[config.mk]
export PLATFORM = sky130hd
export DESIGN_NAME = multi_base_number_parser_core
export DESIGN_NICKNAME = d
export VERILOG_FILES = /design/src/hw/rtl/mbnp_pkg.sv /design/src/hw/rtl/mbnp_digit_decode.sv /design/src/hw/rtl/multi_base_number_parser_core.sv
export VERILOG_INCLUDE_DIRS = /design/src /design/src/hw/rtl
export SDC_FILE = /design/constraint.sdc
export NUM_CORES = 1
export LEC_CHECK = 0
export BUFFER_PORTS_ARGS = -buffer_cell sky130_fd_sc_hd__buf_2
export CAP_MARGIN = 20
export CORE_ASPECT_RATIO = 0.8
export CORE_MARGIN = 2
export CORE_UTILIZATION = 35
export CTS_CLUSTER_DIAMETER = 200
export DETAILED_ROUTE_END_ITERATION = 10
export PLACE_DENSITY = 0.5
export SLEW_MARGIN = 5
export SYNTH_ARGS = -nofsm -noshare
export SYNTH_HDL_FRONTEND = slang
export SYNTH_SLANG_ARGS = --single-unit
[constraint.sdc]
create_clock -name clk -period 9.3 [get_ports clk]
set_input_delay 0.465 -clock clk [delete_from_list [all_inputs] [get_ports clk]]
set_output_delay 0.465 -clock clk [all_outputs]
set_load 0.005 [all_outputs]
[src/hw/rtl/assert_macros.svh]
// assertion macros used by the parser core
// no dependencies; include guard keeps a second include harmless
`ifndef ASSERT_MACROS_SVH
`define ASSERT_MACROS_SVH

// clocked implication check, disabled while reset is high
`define ASSERT_CLK(label, clk, rst, prop) \
  label: assert property (@(posedge clk) disable iff (rst) (prop)) \
    else $error("assertion failed in multi-radix parser");

// same check, reported as a state invariant
`define ASSERT_STATE(label, clk, rst, prop) \
  label: assert property (@(posedge clk) disable iff (rst) (prop)) \
    else $error("state invariant violated in multi-radix parser");

`endif

[src/hw/rtl/mbnp_pkg.sv]
// shared types and ascii constants for the multi-radix number parser
// no dependencies
`timescale 1ns / 1ps

package mbnp_pkg;

  // ascii codes used by the character decoder
  localparam logic [7:0] ASCII_DIGIT_BASE  = 8'd48;
  localparam logic [7:0] ASCII_LETTER_BASE = 8'd55;
  localparam logic [7:0] ASCII_CASE_OFFSET = 8'd32;
  localparam logic [7:0] ASCII_PLUS        = 8'h2B;
  localparam logic [7:0] ASCII_MINUS       = 8'h2D;
  localparam logic [7:0] ASCII_ZERO        = 8'h30;
  localparam logic [7:0] ASCII_NINE        = 8'h39;
  localparam logic [7:0] ASCII_UPPER_A     = 8'h41;
  localparam logic [7:0] ASCII_UPPER_F     = 8'h46;
  localparam logic [7:0] ASCII_LOWER_A     = 8'h61;
  localparam logic [7:0] ASCII_LOWER_F     = 8'h66;

  // digit limits of the three smaller radices
  localparam logic [3:0] RADIX_BIN = 4'd2;
  localparam logic [3:0] RADIX_OCT = 4'd8;
  localparam logic [3:0] RADIX_DEC = 4'd10;

  // bit positions in the radix flag vector
  localparam int FLAG_BIN = 0;
  localparam int FLAG_OCT = 1;
  localparam int FLAG_DEC = 2;
  localparam int FLAG_HEX = 3;
  localparam int NUM_RADIX = 4;

  // decoded view of one character
  typedef struct packed {
    logic                 is_sign;
    logic                 is_minus;
    logic [NUM_RADIX-1:0] radix_ok;
    logic [3:0]           value;
  } digit_info_t;

endpackage

[src/hw/rtl/mbnp_digit_decode.sv]
// character decoder: sign detection and digit value per radix
// depends on mbnp_pkg
`timescale 1ns / 1ps

module mbnp_digit_decode (
  input  logic [7:0]           character,
  output mbnp_pkg::digit_info_t info
);
  import mbnp_pkg::*;

  logic       is_dec;
  logic       is_letter;
  logic [7:0] upper;
  logic [7:0] diff;

  // fold lower case letters onto upper case, then map to 0..15
  always_comb begin
    is_dec    = (character >= ASCII_ZERO) && (character <= ASCII_NINE);
    upper     = ((character >= ASCII_LOWER_A) && (character <= ASCII_LOWER_F)) ?
                (character - ASCII_CASE_OFFSET) : character;
    is_letter = (upper >= ASCII_UPPER_A) && (upper <= ASCII_UPPER_F);
    diff      = is_dec ? (character - ASCII_DIGIT_BASE) : (upper - ASCII_LETTER_BASE);

    info.value              = diff[3:0];
    info.is_sign            = (character == ASCII_PLUS) || (character == ASCII_MINUS);
    info.is_minus           = (character == ASCII_MINUS);
    info.radix_ok[FLAG_BIN] = is_dec && (diff[3:0] < RADIX_BIN);
    info.radix_ok[FLAG_OCT] = is_dec && (diff[3:0] < RADIX_OCT);
    info.radix_ok[FLAG_DEC] = is_dec && (diff[3:0] < RADIX_DEC);
    info.radix_ok[FLAG_HEX] = is_dec || is_letter;
  end

endmodule

[src/hw/rtl/multi_base_number_parser_core.sv]
// Multi-radix ASCII integer parser, top level.
// One character per transfer on the input channel (character, is_last); the
// last character of a string produces one result transfer on the output
// channel: four ok flags and four signed values in radix 2, 8, 10 and 16.
// A leading '+' or '-' sets the sign; values wrap to VALUE_WIDTH bits and
// read as zero when their ok flag is clear.
// Throughput: one character per cycle, set by the shift-and-add update of
// the four accumulators, while no full result register stalls the stage.
// Result path: the transfer of the last character loads the input register,
// and the update stage then loads the result register.
// When the receiver stalls, the result register holds its item; characters
// keep flowing until a second last character reaches the update stage, which
// then waits in the input register with in_ready low.
// Reset (rst, synchronous) empties both registers, clears the accumulators
// and sign, sets all ok flags and marks the next character as first.
// Depends on mbnp_pkg, mbnp_digit_decode and assert_macros.svh.
`timescale 1ns / 1ps
`include "assert_macros.svh"

module multi_base_number_parser_core #(
  parameter int VALUE_WIDTH = 32
) (
  input  logic                          clk,
  input  logic                          rst,
  input  logic                          in_valid,
  output logic                          in_ready,
  input  logic [7:0]                    character,
  input  logic                          is_last,
  output logic                          out_valid,
  input  logic                          out_ready,
  output logic                          binary_ok,
  output logic                          octal_ok,
  output logic                          decimal_ok,
  output logic                          hex_ok,
  output logic signed [VALUE_WIDTH-1:0] binary_value,
  output logic signed [VALUE_WIDTH-1:0] octal_value,
  output logic signed [VALUE_WIDTH-1:0] decimal_value,
  output logic signed [VALUE_WIDTH-1:0] hex_value
);
  import mbnp_pkg::*;

  // input register
  logic       in_reg_valid;
  logic [7:0] in_reg_char;
  logic       in_reg_last;

  // parse state
  logic [VALUE_WIDTH-1:0] bin_acc, oct_acc, dec_acc, hex_acc;
  logic [VALUE_WIDTH-1:0] bin_acc_next, oct_acc_next, dec_acc_next, hex_acc_next;
  logic [NUM_RADIX-1:0]   flags, flags_next;
  logic                   negative, negative_next;
  logic                   first, first_next;

  digit_info_t            info;
  logic                   stage_fire;
  logic [VALUE_WIDTH-1:0] digit_ext;
  logic [VALUE_WIDTH-1:0] signed_digit;

  // stage advances unless it would produce a result into a full, stalled register
  assign stage_fire = in_reg_valid && (!in_reg_last || !out_valid || out_ready);
  assign in_ready   = !in_reg_valid || stage_fire;

  // input register transfer
  always_ff @(posedge clk) begin
    if (rst) begin
      in_reg_valid <= 1'b0;
    end else if (in_ready) begin
      in_reg_valid <= in_valid;
    end
    if (in_valid && in_ready) begin
      in_reg_char <= character;
      in_reg_last <= is_last;
    end
  end

  mbnp_digit_decode u_decode (
    .character (in_reg_char),
    .info      (info)
  );

  // digits enter already signed, so the accumulators carry the final value
  assign digit_ext    = {{(VALUE_WIDTH-4){1'b0}}, info.value};
  assign signed_digit = negative ? ({VALUE_WIDTH{1'b0}} - digit_ext) : digit_ext;

  // accumulator and flag update
  always_comb begin
    bin_acc_next  = bin_acc;
    oct_acc_next  = oct_acc;
    dec_acc_next  = dec_acc;
    hex_acc_next  = hex_acc;
    flags_next    = flags;
    negative_next = negative;
    first_next    = 1'b0;
    if (first && info.is_sign) begin
      negative_next = info.is_minus;
    end else begin
      if (info.radix_ok[FLAG_BIN]) begin
        bin_acc_next = (bin_acc << 1) + signed_digit;
      end else begin
        flags_next[FLAG_BIN] = 1'b0;
      end
      if (info.radix_ok[FLAG_OCT]) begin
        oct_acc_next = (oct_acc << 3) + signed_digit;
      end else begin
        flags_next[FLAG_OCT] = 1'b0;
      end
      if (info.radix_ok[FLAG_DEC]) begin
        dec_acc_next = (dec_acc << 3) + (dec_acc << 1) + signed_digit;
      end else begin
        flags_next[FLAG_DEC] = 1'b0;
      end
      if (info.radix_ok[FLAG_HEX]) begin
        hex_acc_next = (hex_acc << 4) + signed_digit;
      end else begin
        flags_next[FLAG_HEX] = 1'b0;
      end
    end
  end

  // parse state registers, back to reset values after the last character
  always_ff @(posedge clk) begin
    if (rst || (stage_fire && in_reg_last)) begin
      bin_acc  <= '0;
      oct_acc  <= '0;
      dec_acc  <= '0;
      hex_acc  <= '0;
      flags    <= '1;
      negative <= 1'b0;
      first    <= 1'b1;
    end else if (stage_fire) begin
      bin_acc  <= bin_acc_next;
      oct_acc  <= oct_acc_next;
      dec_acc  <= dec_acc_next;
      hex_acc  <= hex_acc_next;
      flags    <= flags_next;
      negative <= negative_next;
      first    <= first_next;
    end
  end

  // result register
  always_ff @(posedge clk) begin
    if (rst) begin
      out_valid <= 1'b0;
    end else if (stage_fire && in_reg_last) begin
      out_valid <= 1'b1;
    end else if (out_ready) begin
      out_valid <= 1'b0;
    end
    if (stage_fire && in_reg_last) begin
      binary_ok     <= flags_next[FLAG_BIN];
      octal_ok      <= flags_next[FLAG_OCT];
      decimal_ok    <= flags_next[FLAG_DEC];
      hex_ok        <= flags_next[FLAG_HEX];
      binary_value  <= flags_next[FLAG_BIN] ? bin_acc_next : '0;
      octal_value   <= flags_next[FLAG_OCT] ? oct_acc_next : '0;
      decimal_value <= flags_next[FLAG_DEC] ? dec_acc_next : '0;
      hex_value     <= flags_next[FLAG_HEX] ? hex_acc_next : '0;
    end
  end

  // assertions
  `ASSERT_CLK(a_stall_only_on_full_result, clk, rst,
    (in_reg_valid && !in_ready) |-> (in_reg_last && out_valid && !out_ready))
  `ASSERT_STATE(a_state_cleared_after_last, clk, rst,
    (stage_fire && in_reg_last) |=> (first && flags == '1 && !negative))
  `ASSERT_CLK(a_invalid_value_zero, clk, rst,
    out_valid |-> ((binary_ok || binary_value == '0) && (hex_ok || hex_value == '0)))
  `ASSERT_CLK(a_result_only_from_last, clk, rst,
    ($rose(out_valid)) |-> ($past(stage_fire) && $past(in_reg_last)))

endmodule

==> flow_metrics.env <==
export IMPL_max_slew_margin_rel_pct=25.5
export IMPL_ys_dominant_reg_cell="edfxtp_1"
export IMPL_ir_drop_mv=0.144
export IMPL_die_h_um=204
export IMPL_ff2ff_path_depth=19
export IMPL_place_area_sq_um=18900
export IMPL_crit_required_ns=9.73
export IMPL_path_buf_inv=3
export IMPL_critPathKind="reg -> reg"
export IMPL_synth_fp_nets=2191
export IMPL_synthTopCellsByArea="edfxtp_1 24%, dfxtp_1 16%, nand2_1 9.6%"
export IMPL_grt_pass1_vias=14466
export IMPL_clkLatencyLatePin_ns=0.59
export IMPL_r2r_setup_slack_ns=2.58
export IMPL_synth_edf_count=141
export IMPL_drtIter0Drc=976
export IMPL_min_from="character[5]"
export IMPL_fmax_ghz=0.149
export IMPL_status="completed"
export IMPL_area_growth_pct=14.2
export IMPL_cp_slowest_stage_delay_ns=0.74
export IMPL_io_buffer_count=146
export IMPL_setup_violations=0
export IMPL_min_path_cells=1
export IMPL_via_count=15005
export IMPL_layoutNonFillerInstCount=2830
export IMPL_io_pins=147
export IMPL_dieArea_sq_um=51900
export IMPL_drv_slew=0
export IMPL_synth_top_cell_area_share_pct=24.2
export IMPL_clock_root_buffer="clkbuf_16"
export IMPL_power_density_nw_per_um2=131
export IMPL_clock_skew_ns=0.0141
export IMPL_yosys_register_bits=277
export IMPL_cts_hold_buf=0
export IMPL_avgSynthCellArea_sq_um=8.66
export IMPL_gp_congestion=0.861
export IMPL_tns_ns=0
export IMPL_grt_use_total_pct=19.1
export IMPL_arrival_ns=7.15
export IMPL_diodes=0
export IMPL_rsz0062_at_grt="no"
export IMPL_yosysSeqAreaShare_pct=39.7
export IMPL_nNetsFinal=2298
export IMPL_layout_setup_ws_ns=2.58
export IMPL_core_area_sq_um=49600
export IMPL_cts_sinks=277
export IMPL_maxCapViolCount=0
export IMPL_crit_chain="inv_1 -> ha_1 -> o21bai_1 -> a21oi_2 -> nor3_1 -> a31oi_1 -> o31ai_4 -> inv_4 -> buf_4 -> ha_1 -> a211oi_1 -> o21bai_1 -> a2111oi_0 -> a221o_1 -> nand3_1 -> a211o_1 -> nor3b_1 -> or4_1 -> a31oi_1"
export IMPL_grt_start_max_net_pins=81
export IMPL_wl_um=50000
export IMPL_netlist_area_sq_um=17500
export IMPL_yosysWarningCount=0
export IMPL_hold_end="in_reg_char[5]"
export IMPL_cp_top_family="compound AO/OA/AOI/OAI gates"
export IMPL_post_synth_top_area_cell="edfxtp_1"
export IMPL_antenna_found_initial=1
export IMPL_async_flop_share_pct=0
export IMPL_crit_start="in_reg_char[0]"
export IMPL_crit_path_end_kind="register"
export IMPL_cts_path_max_buffers=3
export IMPL_synth_cell_types=71
export IMPL_cp_slowest_cell="a2111oi_0"
export IMPL_fin_crit_ns=6.72
export IMPL_finalPower_mw=2.63
export IMPL_drc=0
export IMPL_htree_num_levels=1
export IMPL_firstDrtPassIters=5
export IMPL_critPathMaxFanout=63
export IMPL_leakage_nw=8.16
export IMPL_min_path_type="in -> reg"
export IMPL_cts_tree="built"
export IMPL_dp_hpwl_um=33800
export IMPL_syn_inst=2024
export IMPL_routed_via_density=5.30
export IMPL_initial_utilization_pct=35.3
export IMPL_grt_pass1_wl_um=79900
export IMPL_clkTransAtPathRegs_ns=0.06
export IMPL_grt_overflow=0
export IMPL_rr_endpoint="hex_value[31]"
export IMPL_finalCritPeriodShare_pct=72.3
export IMPL_hold_viol=0
export IMPL_die_x_um=254
export IMPL_dpl_worst_slack_ns=2.56
export IMPL_cts_buffers=31
export IMPL_worst_pin_slew_ns=1.11
export IMPL_drive_above_1_share_pct=11.6
export IMPL_cts_resized=0
export IMPL_cp_start_kind="register"
export IMPL_cts_setup_buffers=0
export IMPL_postLayoutCellArea_sq_um=20000
export IMPL_placedCellCount=2770
export IMPL_num_rows=73
export IMPL_routedWlPerCell_um=17.7
export IMPL_reg2reg_from="in_reg_char[0]"
export IMPL_ant_nets=0
[worst max path at each step]
stage / end / slack [ns] / cells past startpoint
2_1_floorplan: decimal_value[31] / 2.22 / 21
3_3_place_gp: hex_value[29] / 2.72 / 19
3_5_place_dp: hex_value[31] / 2.56 / 19
4_1_cts: hex_value[31] / 2.52 / 19
5_1_grt: hex_value[29] / 1.96 / 19
6_report: hex_value[31] / 2.58 / 19
[area by class of cell]
| class | count | area (sq um) |
|---|---|---|
| clock buffer | 42 | 867 |
| clock inverter | 15 | 114 |
| fill | 4999 | 29600 |
| inverter | 41 | 156 |
| multi-input combinational | 1609 | 10100 |
| sequential | 277 | 6960 |
| tap | 675 | 845 |
| timing repair buffer | 171 | 978 |
[metal layers]
layer	track usage [%]	part of all wire, %	up-vias
li1	-	-	7440
met1	28.7	51	7165
met2	28.9	42	354
met3	2.99	5.4	46
met4	4.03	1.9	0
met5	0	0	-
[cells by family after synthesis]
logic type / count (synthesis) / synth area share, %
AO/OA/AOI/OAI: 591 / 20.4
XOR/XNOR: 104 / 5.24
buffers and inverters: 138 / 2.99
adder cells (fa/ha/maj): 154 / 12.3
flip-flops: 277 / 39.7
AND/OR/NAND/NOR: 749 / 18.7
multiplexers: 11 / 0.700
[through the flow]
stage               util, %  hold WS, ns
global placement       38.2        0.440
detailed placement     38.2        0.439
CTS                    40.2       0.0250
finish                 40.3       0.0587
global route           40.3       0.0295
floorplan                 -        0.423
[worst reg2reg max path: stages (launching register included)]
cell and delay [ns]:
edfxtp_1 0.59, inv_1 0.25, ha_1 0.24, o21bai_1 0.11, a21oi_2 0.43, nor3_1 0.08
a31oi_1 0.40, o31ai_4 0.18, inv_4 0.70, buf_4 0.63, ha_1 0.38, a211oi_1 0.21
o21bai_1 0.16, a2111oi_0 0.74, a221o_1 0.28, nand3_1 0.15, a211o_1 0.34, nor3b_1 0.15
or4_1 0.40, a31oi_1 0.15
[power breakdown]
part	total [mW]	leakage, nW	internal (mW)	switching (mW)
sequential	1.31	2.49	1.30	0.0114
clock	1.20	0.472	0.678	0.525
combinational	0.118	5.20	0.0319	0.0859
[placed cells by master (no fill, tap or decap), types with 9 or more instances in the layout]
cell type  instances
fa_1              31
o21a_1            19
buf_4             22
xor2_1            28
nor2_1            91
and2_1            10
o31ai_1           11
and4_1             9
nand4_1           13
nor2b_1           16
ha_1             123
a21oi_1          299
o21ai_0           62
edfxtp_1         141
a211oi_1          34
inv_1             40
a21o_1            60
nor3_1            25
buf_2            146
nand2b_1          12
clkbuf_16         31
o21bai_1          17
and3_1            22
nand3_1           53
dfxtp_1          136
a31oi_1           25
nand2_1          448
mux2i_1           10
xnor2_1           75
[synth_stat cells (all sizes together) (7+ instances only)]
master and instances:
nand2 448, a21oi 300, edfxtp 141, dfxtp 136
ha 123, nor2 97, clkbuf 86, xnor2 75
o21ai 69, a21o 60, nand3 53, inv 41
a211oi 34, fa 31, xor2 29, nor3 26
a31oi 25, and3 23, o21a 19, o21bai 17
nor2b 16, nand2b 13, nand4 13, o31ai 12
and2 11, buf 11, mux2i 10, or2 10
and4 9, nor4 7
[registers in the layout (all words and copies together) (netlist names), 4 cells and up]
register / flops
oct_acc: 32
decimal_value: 32
binary_value: 32
flags: 4
in_reg_char: 8
hex_value: 32
dec_acc: 32
hex_acc: 32
bin_acc: 32
octal_value: 32
Note: power is estimated with default switching activity, not from simulation.
